--- config.mk ---
export PLATFORM = sky130hd
export DESIGN_NAME = lattice_site_to_node_index
export DESIGN_NICKNAME = d
export VERILOG_FILES = /design/src/hdl/lsni_pkg.sv /design/src/hdl/lattice_site_to_node_index.sv
export SDC_FILE = /design/constraint.sdc
export NUM_CORES = 2
export LEC_CHECK = 0
export BUFFER_PORTS_ARGS = -buffer_cell sky130_fd_sc_hd__clkbuf_2
export CORE_ASPECT_RATIO = 2
export CORE_UTILIZATION = 60
export DETAILED_ROUTE_END_ITERATION = 6
export PLACE_DENSITY = 0.83
export SETUP_SLACK_MARGIN = 0.4
export SLEW_MARGIN = 40
export SYNTH_ARGS = -nofsm -noshare
export SYNTH_HDL_FRONTEND = slang
export SYNTH_SLANG_ARGS = --single-unit
--- constraint.sdc ---
create_clock -name aclk -period 29.3 [get_ports aclk]
set_clock_uncertainty 0.05 [all_clocks]
set_input_delay 2.93 -clock aclk [delete_from_list [all_inputs] [get_ports aclk]]
set_output_delay 2.93 -clock aclk [all_outputs]
set_load 0.03 [all_outputs]
--- src/hdl/lsni_pkg.sv ---
package lsni_pkg;

    localparam int CW         = 10;  // coordinate width
    localparam int OUTW       = 20;  // node_id and site_slot width
    localparam int VOLW       = 21;  // node volume width
    localparam int CFGW       = 6;   // configuration data width
    localparam int CIW        = 4;   // configuration index width
    localparam int NAX        = 4;   // lattice axes
    localparam int DIV_STEPS  = 2;   // quotient bits per divider stage
    localparam int DIV_STAGES = CW / DIV_STEPS;

    localparam logic [CIW-1:0] REG_SUB_X  = CIW'(0);
    localparam logic [CIW-1:0] REG_SUB_Y  = CIW'(1);
    localparam logic [CIW-1:0] REG_SUB_Z  = CIW'(2);
    localparam logic [CIW-1:0] REG_SUB_T  = CIW'(3);
    localparam logic [CIW-1:0] REG_GRID_X = CIW'(4);
    localparam logic [CIW-1:0] REG_GRID_Y = CIW'(5);
    localparam logic [CIW-1:0] REG_GRID_Z = CIW'(6);
    localparam logic [CIW-1:0] REG_GRID_T = CIW'(7);

endpackage

--- src/hdl/lattice_site_to_node_index.sv ---
// The pipeline has 5 divider stages, 3 multiply stages and 1 output
// stage.
// Throughput: one item per cycle; the whole pipeline holds when the result
// register is full and m_ready is low.
// Reset (aresetn, synchronous, active low) empties the pipeline and loads
// sub sizes 1,1,1,2 and grid sizes 1,1,1,1.
module lattice_site_to_node_index
    import lsni_pkg::*;
#(
    parameter int MAX_SUB_SIZE  = 32,
    parameter int MAX_GRID_SIZE = 32
) (
    input  logic            aclk,
    input  logic            aresetn,
    input  logic            cfg_valid,
    output logic            cfg_ready,
    input  logic [CIW-1:0]  cfg_index,
    input  logic [CFGW-1:0] cfg_data,
    input  logic            s_valid,
    output logic            s_ready,
    input  logic [CW-1:0]   s_coord_x,
    input  logic [CW-1:0]   s_coord_y,
    input  logic [CW-1:0]   s_coord_z,
    input  logic [CW-1:0]   s_coord_t,
    output logic            m_valid,
    input  logic            m_ready,
    output logic [OUTW-1:0] m_node_id,
    output logic [OUTW-1:0] m_site_slot,
    output logic            m_odd_site,
    output logic            m_out_of_range
);

    localparam int SW  = $clog2(MAX_SUB_SIZE + 1);
    localparam int GW  = $clog2(MAX_GRID_SIZE + 1);
    localparam int NST = DIV_STAGES + 4;

    // configuration
    logic [SW-1:0] sub_reg  [NAX];
    logic [GW-1:0] grid_reg [NAX];
    logic [SW-1:0] sub_wr;
    logic [GW-1:0] grid_wr;

    always_comb begin
        if (cfg_data == '0) begin
            sub_wr  = SW'(1);
            grid_wr = GW'(1);
        end else begin
            if (32'(cfg_data) > 32'(MAX_SUB_SIZE)) sub_wr = SW'(MAX_SUB_SIZE);
            else sub_wr = SW'(cfg_data);
            if (32'(cfg_data) > 32'(MAX_GRID_SIZE)) grid_wr = GW'(MAX_GRID_SIZE);
            else grid_wr = GW'(cfg_data);
        end
    end

    assign cfg_ready = 1'b1;

    always_ff @(posedge aclk) begin
        if (!aresetn) begin
            sub_reg[0]  <= SW'(1);
            sub_reg[1]  <= SW'(1);
            sub_reg[2]  <= SW'(1);
            sub_reg[3]  <= SW'(2);
            grid_reg[0] <= GW'(1);
            grid_reg[1] <= GW'(1);
            grid_reg[2] <= GW'(1);
            grid_reg[3] <= GW'(1);
        end else if (cfg_valid) begin
            case (cfg_index)
                REG_SUB_X:  sub_reg[0]  <= sub_wr;
                REG_SUB_Y:  sub_reg[1]  <= sub_wr;
                REG_SUB_Z:  sub_reg[2]  <= sub_wr;
                REG_SUB_T:  sub_reg[3]  <= sub_wr;
                REG_GRID_X: grid_reg[0] <= grid_wr;
                REG_GRID_Y: grid_reg[1] <= grid_wr;
                REG_GRID_Z: grid_reg[2] <= grid_wr;
                REG_GRID_T: grid_reg[3] <= grid_wr;
                default: ;
            endcase
        end
    end

    // pipeline control
    logic           adv;
    logic [NST-1:0] v_reg;
    logic [NST-1:0] oor_reg;
    logic [NST-1:0] odd_reg;
    logic           oor_next;
    logic           odd_next;
    logic [CW-1:0]  s_coord [NAX];

    assign adv     = !v_reg[NST-1] || m_ready;
    assign s_ready = adv;
    assign m_valid = v_reg[NST-1];

    assign s_coord[0] = s_coord_x;
    assign s_coord[1] = s_coord_y;
    assign s_coord[2] = s_coord_z;
    assign s_coord[3] = s_coord_t;

    always_comb begin
        oor_next = 1'b0;
        for (int a = 0; a < NAX; a++) begin
            if ((SW + GW + CW)'(s_coord[a]) >=
                (SW + GW + CW)'(sub_reg[a]) * (SW + GW + CW)'(grid_reg[a]))
                oor_next = 1'b1;
        end
        odd_next = s_coord[0][0] ^ s_coord[1][0] ^ s_coord[2][0] ^ s_coord[3][0];
    end

    always_ff @(posedge aclk) begin
        if (!aresetn) begin
            v_reg <= '0;
        end else if (adv) begin
            v_reg <= {v_reg[NST-2:0], s_valid};
        end
    end

    always_ff @(posedge aclk) begin
        if (adv) begin
            oor_reg <= {oor_reg[NST-2:0], oor_next};
            odd_reg <= {odd_reg[NST-2:0], odd_next};
        end
    end

    // restoring divider, DIV_STEPS quotient bits per stage
    function automatic logic [SW+CW-1:0] div_step(
        input logic [SW-1:0] rem,
        input logic [CW-1:0] work,
        input logic [SW-1:0] d
    );
        logic [SW:0] trial;
        logic        qbit;
        trial = {rem, work[CW-1]};
        qbit  = 1'b0;
        if (trial >= {1'b0, d}) begin
            trial = trial - {1'b0, d};
            qbit  = 1'b1;
        end
        return {trial[SW-1:0], work[CW-2:0], qbit};
    endfunction

    logic [SW-1:0] dv_rem_reg   [DIV_STAGES][NAX];
    logic [CW-1:0] dv_work_reg  [DIV_STAGES][NAX];
    logic [SW-1:0] dv_rem_next  [DIV_STAGES][NAX];
    logic [CW-1:0] dv_work_next [DIV_STAGES][NAX];

    always_comb begin
        logic [SW+CW-1:0] st;
        for (int a = 0; a < NAX; a++) begin
            st = {{SW{1'b0}}, s_coord[a]};
            for (int j = 0; j < DIV_STEPS; j++)
                st = div_step(st[SW+CW-1:CW], st[CW-1:0], sub_reg[a]);
            dv_rem_next[0][a]  = st[SW+CW-1:CW];
            dv_work_next[0][a] = st[CW-1:0];
        end
        for (int k = 1; k < DIV_STAGES; k++) begin
            for (int a = 0; a < NAX; a++) begin
                st = {dv_rem_reg[k-1][a], dv_work_reg[k-1][a]};
                for (int j = 0; j < DIV_STEPS; j++)
                    st = div_step(st[SW+CW-1:CW], st[CW-1:0], sub_reg[a]);
                dv_rem_next[k][a]  = st[SW+CW-1:CW];
                dv_work_next[k][a] = st[CW-1:0];
            end
        end
    end

    always_ff @(posedge aclk) begin
        if (adv) begin
            dv_rem_reg  <= dv_rem_next;
            dv_work_reg <= dv_work_next;
        end
    end

    // quotients and remainders after the last divider stage
    logic [CW-1:0] q [NAX];
    logic [SW-1:0] r [NAX];

    always_comb begin
        for (int a = 0; a < NAX; a++) begin
            q[a] = dv_work_reg[DIV_STAGES-1][a];
            r[a] = dv_rem_reg[DIV_STAGES-1][a];
        end
    end

    // Horner chains for node and index, volume product alongside
    logic [CW-1:0]   m1_q0_reg, m1_q1_reg;
    logic [SW-1:0]   m1_r0_reg, m1_r1_reg;
    logic [OUTW-1:0] m1_a_reg;
    logic [VOLW-1:0] m1_b_reg, m1_vp1_reg, m1_vp2_reg;
    logic [CW-1:0]   m2_q0_reg;
    logic [SW-1:0]   m2_r0_reg;
    logic [OUTW-1:0] m2_a_reg;
    logic [VOLW-1:0] m2_b_reg, m2_vol_reg;
    logic [OUTW-1:0] m3_node_reg;
    logic [VOLW-1:0] m3_idx_reg, m3_vol_reg;
    logic [OUTW-1:0] out_node_reg, out_slot_reg;
    logic            out_odd_reg, out_oor_reg;
    logic [VOLW-1:0] slot_sum;

    always_ff @(posedge aclk) begin
        if (adv) begin
            m1_q0_reg  <= q[0];
            m1_q1_reg  <= q[1];
            m1_r0_reg  <= r[0];
            m1_r1_reg  <= r[1];
            m1_a_reg   <= OUTW'(q[2]) + OUTW'(grid_reg[2]) * OUTW'(q[3]);
            m1_b_reg   <= VOLW'(r[2]) + VOLW'(sub_reg[2]) * VOLW'(r[3]);
            m1_vp1_reg <= VOLW'(sub_reg[0]) * VOLW'(sub_reg[1]);
            m1_vp2_reg <= VOLW'(sub_reg[2]) * VOLW'(sub_reg[3]);

            m2_q0_reg  <= m1_q0_reg;
            m2_r0_reg  <= m1_r0_reg;
            m2_a_reg   <= OUTW'(m1_q1_reg) + OUTW'(grid_reg[1]) * m1_a_reg;
            m2_b_reg   <= VOLW'(m1_r1_reg) + VOLW'(sub_reg[1]) * m1_b_reg;
            m2_vol_reg <= m1_vp1_reg * m1_vp2_reg;

            m3_node_reg <= OUTW'(m2_q0_reg) + OUTW'(grid_reg[0]) * m2_a_reg;
            m3_idx_reg  <= VOLW'(m2_r0_reg) + VOLW'(sub_reg[0]) * m2_b_reg;
            m3_vol_reg  <= m2_vol_reg;
        end
    end

    // odd sites go to the upper half of the node's slots
    assign slot_sum = odd_reg[NST-2] ? m3_idx_reg + m3_vol_reg : m3_idx_reg;

    always_ff @(posedge aclk) begin
        if (adv) begin
            out_oor_reg <= oor_reg[NST-2];
            if (oor_reg[NST-2]) begin
                out_node_reg <= '0;
                out_slot_reg <= '0;
                out_odd_reg  <= 1'b0;
            end else begin
                out_node_reg <= m3_node_reg;
                out_slot_reg <= slot_sum[VOLW-1:1];
                out_odd_reg  <= odd_reg[NST-2];
            end
        end
    end

    assign m_node_id      = out_node_reg;
    assign m_site_slot    = out_slot_reg;
    assign m_odd_site     = out_odd_reg;
    assign m_out_of_range = out_oor_reg;

endmodule
After elaboration in Yosys (flattened, before gate mapping)
Memories as Yosys holds them, arrays and structs flattened.
Index checks and enable logic that the tools add are counted.

word-level totals
  memories = 2
  word-level logic and storage cells = 319
  memory bits (read-only) = 0
  latch bits = 0
  bits in writable memories = 48
  register bits = 624
  output and inout bits = 45

cells by class
  magnitude comparators = 45
  bitwise logic cells = 11
  $add $sub $neg = 47
  divide/modulo/power cells = 0
  equality and inequality tests = 7
  multiply operators = 13
  shift-type cells = 0
  reduce and logical (&&, ||, !) cells = 5
  multiplexer cells = 125

memories
  name      depth  bits a word  read ports  clocked after memory_dff  wr ports  line                              source
  grid_reg  4      6            4           0                         4         lattice_site_to_node_index.sv:39  logic [GW-1:0] grid_reg [NAX];
  sub_reg   4      6            4           0                         4         lattice_site_to_node_index.sv:38  logic [SW-1:0] sub_reg [NAX];

operator list
  cell                  number
  $mux W6               50
  $ge A7 B6 Y1          36
  $sub A6 B6 Y6         36
  $mul A6 B6 Y12        7
  $mux W1               74
  $ge A10 B12 Y1        4
  $add A6 B21 Y21       2
  $mul A6 B21 Y21       2
  $add A10 B20 Y20      2
  $mul A6 B20 Y20       2
  $ge A1 B6 Y1          4
  $sub A1 B6 Y6         4
  $add A21 B21 Y21      1
  $mul A12 B12 Y21      1
  $mux W21              1
  $add A10 B16 Y17      1
  $eq A4 B3 Y1 const B  4
  $mul A6 B10 Y16       1
  $add A6 B12 Y13       1
  $eq A4 B2 Y1 const B  2
  $or A1 B1 Y1          8
  $gt A6 B6 Y1 const B  1
  $logic_not A6 Y1      1
  $eq A4 B1 Y1 const B  1
  other kinds (5)       7

Logic depth before layout (Yosys ltp)
  depth in word-level cells = 6
  gate-level depth with buffers = 21
  mapped depth without buffers = 19

Least setup slack after synthesis
No wires, ideal clock.

  kind = input port to flip-flop
  start = input m_ready
  end = register dv_rem_reg[0] (netlist bit) (enable)
  buffers on the path = 1
  arrival = 14.532 ns
  required time = 24.402 ns
  setup slack = 9.870 ns
  stages on the path = 3
  cells stage by stage = nor2b_1 -> clkbuf_1 -> clkinv_1

on the way
  longest elaborated chain between the ends = 1

ends and longest elaborated chain
  element                 line                               source
  start: declaration      lattice_site_to_node_index.sv:26   input logic m_ready,
  $logic_or A1 B1 Y1      lattice_site_to_node_index.sv:91   assign adv = !v_reg[NST-1] || m_ready;
  via s_ready             lattice_site_to_node_index.sv:20   output logic s_ready,
  end signal: assignment  lattice_site_to_node_index.sv:169  dv_rem_reg <= dv_rem_next;
  end: declaration        lattice_site_to_node_index.sv:142  logic [SW-1:0] dv_rem_reg [DIV_STAGES][NAX];

The timed path passes the listed nets, and every way through them passes these cells.
A chain may end at the register's enable or synchronous reset.

Final worst setup path
  start = input m_ready
  end = output s_ready

on the way
  longest elaborated chain between the ends = 1

ends and longest elaborated chain
  element             line
  $logic_or A1 B1 Y1  lattice_site_to_node_index.sv:91
  end: declaration    lattice_site_to_node_index.sv:20

No other way between the ends.

==> flow_summary.yaml <==
synthesis:
  synth_edf_count: 652
  yosysSeqAreaShare_pct: 32.8
  syn-num-nets: 7059
  syn-instance-count: 5771
  yosysWarnings: 0
  ys_ff_latch: 661
  syn_area_per_cell_sq_um: 10.5
  ys_types: 81
  synth_top_flop_cell: "edfxtp_1"
  synthArstFlopShare_pct: 0
  syn_area_sq_um: 60300
sta:
  setup_viol: 0
  hold_violations: 0
  fin_crit_ps: 7060
  finalMaxSlewViolations: 0
  worst_slew_pin_slew_ps: 901
  fmax_mhz: 142
  tns_ps: 0
  post-route-period-util_pct: 24.1
  relSlewSlack_pct: 39.9
  timing.final.ws_setup_ps: 22240
  rsz0062_at_grt: "false"
  fin_hold_ws_ps: 364
global_routing:
  grt_max_degree: 165
  grt_pass1_wl_microns: 215000
  grt_usage_pct: 26.7
  grt_pass1_vias: 45200
  antenna_found_initial: 8
  gr-total-overflow: 0
clock_network:
  post_cts_resized: 0
  cts-root-buf: "clkbuf_16"
  cts.path.max_buffers: 3
  holdBufCountCts: 0
  clkTransAtPathRegs_ps: 70
  cts_sinks: 661
  cts_made_buffers: 61
  post-cts-setup-buffer-count: 0
  cts_tree: "built"
  h-tree-depth: 2
  clk_latency_ps: 690
setup_path:
  worstPathCellList: "clkbuf_2, nor2b_2, inv_8, clkbuf_2"
  cp_slowest_cell: "nor2b_2"
  cp.arrival_ps: 4080
  reg2reg_slack_ps: 23300
  crit_type: "in -> out"
  end_kind: "primary output"
  worstPathMaxFanout: 113
  cp_common_cell: "clkbuf_2"
  critPathLaunchType: "primary input"
  slowest_delay_ps: 410
  required_ps: 26320
placed_design:
  post-place-ws_ps: 21840
  dp_hpwl_microns: 103000
  placed_cell_area_sq_um: 62300
  io_buffer_count: 98
  gp_congestion: 0.913
finish:
  largest_reg_flops: 128
  area_growth_pct: 6.94
  fin_area_sq_um: 64500
  num-nets-final: 7120
  drive_gt1_share_pct: 6.05
  n_fill_cell: 7468
route:
  vias: 41600
  wl_per_cell_microns: 18.4
  drc: 0
  drt_iter0_drc: 2311
  drt-total-wl_microns: 133000
  via_per_inst: 5.76
  dr.pass1.iters: 6
  ant_nets: 0
die:
  start_util_pct: 60.5
  dieArea_sq_um: 102000
  ioPinCount: 100
  die_y_microns: 450
  fp.dieW_microns: 226
  coreArea_sq_um: 99700
  fp-row-count: 164
status:
  outcome: "finished clean"
flow_run:
  drv_cap: 0
worst_hold_path:
  hold_class: "reg -> reg"
## cell type report
type,count,area (sq um),area share [%]
inverters,903,3400,5.27
diodes,2,5.00,0.00776
flip-flops and latches,661,19800,30.6
well taps,1328,1660,2.58
clock buffers,67,1570,2.43
repair buffers,138,898,1.39
multi-input cells,4067,36600,56.8
clock inverters,48,563,0.873
## through the flow
step                      std cells  utilization (%)
after floorplan                5771                -
after global placement         7083             62.3
after detailed placement       7092             62.4
after CTS                      7207             64.6
after global routing           7213             64.7
final                          7214             64.7
## worst max-delay path: cells and delay by family
family	cells	cell delay, ps
buffers and inverters	3	730
and+or+nand+nor	1	410
## path summary, 6_finish.rpt
| check | start | to | cells past startpoint |
|---|---|---|---|
| worst max-delay path | m_ready | s_ready | 4 |
| worst min-delay path | dv_work_next[37] | dv_work_reg[37] | 0 |
| worst max register to register | sub_reg[1][1] | dv_rem_reg[88] | 18 |
| worst min register to register | dv_work_next[37] | dv_work_reg[37] | 0 |
## Yosys cell counts (9+ instances only)
cell | n | area share, %
inv_1 | 893 | 5.6
ha_1 | 686 | 14
nand2_1 | 660 | 4.1
edfxtp_1 | 652 | 32
fa_1 | 547 | 18
and2_1 | 315 | 3.3
nor2_1 | 301 | 1.9
a21oi_1 | 198 | 1.6
xnor2_1 | 192 | 2.8
clkbuf_1 | 134 | 0.83
o21ai_0 | 104 | 0.86
nor2b_1 | 95 | 0.99
xor2_1 | 84 | 1.2
o21ai_1 | 82 | 0.68
mux2_1 | 79 | 1.5
mux2_2 | 68 | 1.3
a21o_1 | 59 | 0.73
o21a_1 | 58 | 0.72
nand3_1 | 56 | 0.46
mux2i_1 | 55 | 0.91
nand2b_1 | 48 | 0.50
nand4_1 | 36 | 0.37
nor3_1 | 30 | 0.25
a211oi_1 | 26 | 0.32
and3_1 | 25 | 0.26
o21bai_1 | 20 | 0.25
o31ai_1 | 18 | 0.22
a31oi_1 | 16 | 0.17
nand3b_1 | 15 | 0.19
or2_2 | 15 | 0.16
a21boi_1 | 13 | 0.16
a221o_1 | 12 | 0.20
o31a_1 | 12 | 0.17
o211ai_1 | 11 | 0.14
a21boi_0 | 10 | 0.12
dfxtp_1 | 9 | 0.30
inv_2 | 9 | 0.056
nor4_1 | 9 | 0.093
o41ai_1 | 9 | 0.13
## metal layers
layer	track usage [%]	part of all wire, %	wire (microns)
met4	20.3	8.4	11100
met5	0	0.063	83
met1	25.7	33	44000
met3	3.38	4.3	5720
met2	50.5	54	71600
## cells in the final DEF, fill, tap and decap left out, drive strengths merged, types with 9 or more instances in the layout
cell and count:
inv 918, ha 686, nand2 660, edfxtp 652, fa 547, and2 315, nor2 302, a21oi 199
xnor2 192, o21ai 186, clkbuf 165, mux2 147, nor2b 96, xor2 84, o21a 60, a21o 59
nand3 56, mux2i 55, nand2b 48, buf 40, nand4 36, nor3 30, a211oi 26, and3 25
a21boi 23, o21bai 21, o31ai 18, clkinv 17, a31oi 16, or2 16, nand3b 15, o31a 12
a221o 12, o211ai 11, o41ai 10, nor4 9, dfxtp 9, a2111oi 9
## logic make-up after synthesis
kind of cell | Yosys count | synth area share (%)
XOR/XNOR | 276 | 4.01
AO/OA/AOI/OAI | 712 | 7.65
other | 1 | 0.00622
multiplexers | 202 | 3.66
adder cells (fa/ha/maj) | 1233 | 32.4
buffers and inverters | 1043 | 6.51
flip-flops | 661 | 32.8
AND/OR/NAND/NOR | 1643 | 13.0
Power is left out: the tool's default activity adds up to more than one toggle a clock period on the data nets, which glitch-free logic cannot reach.
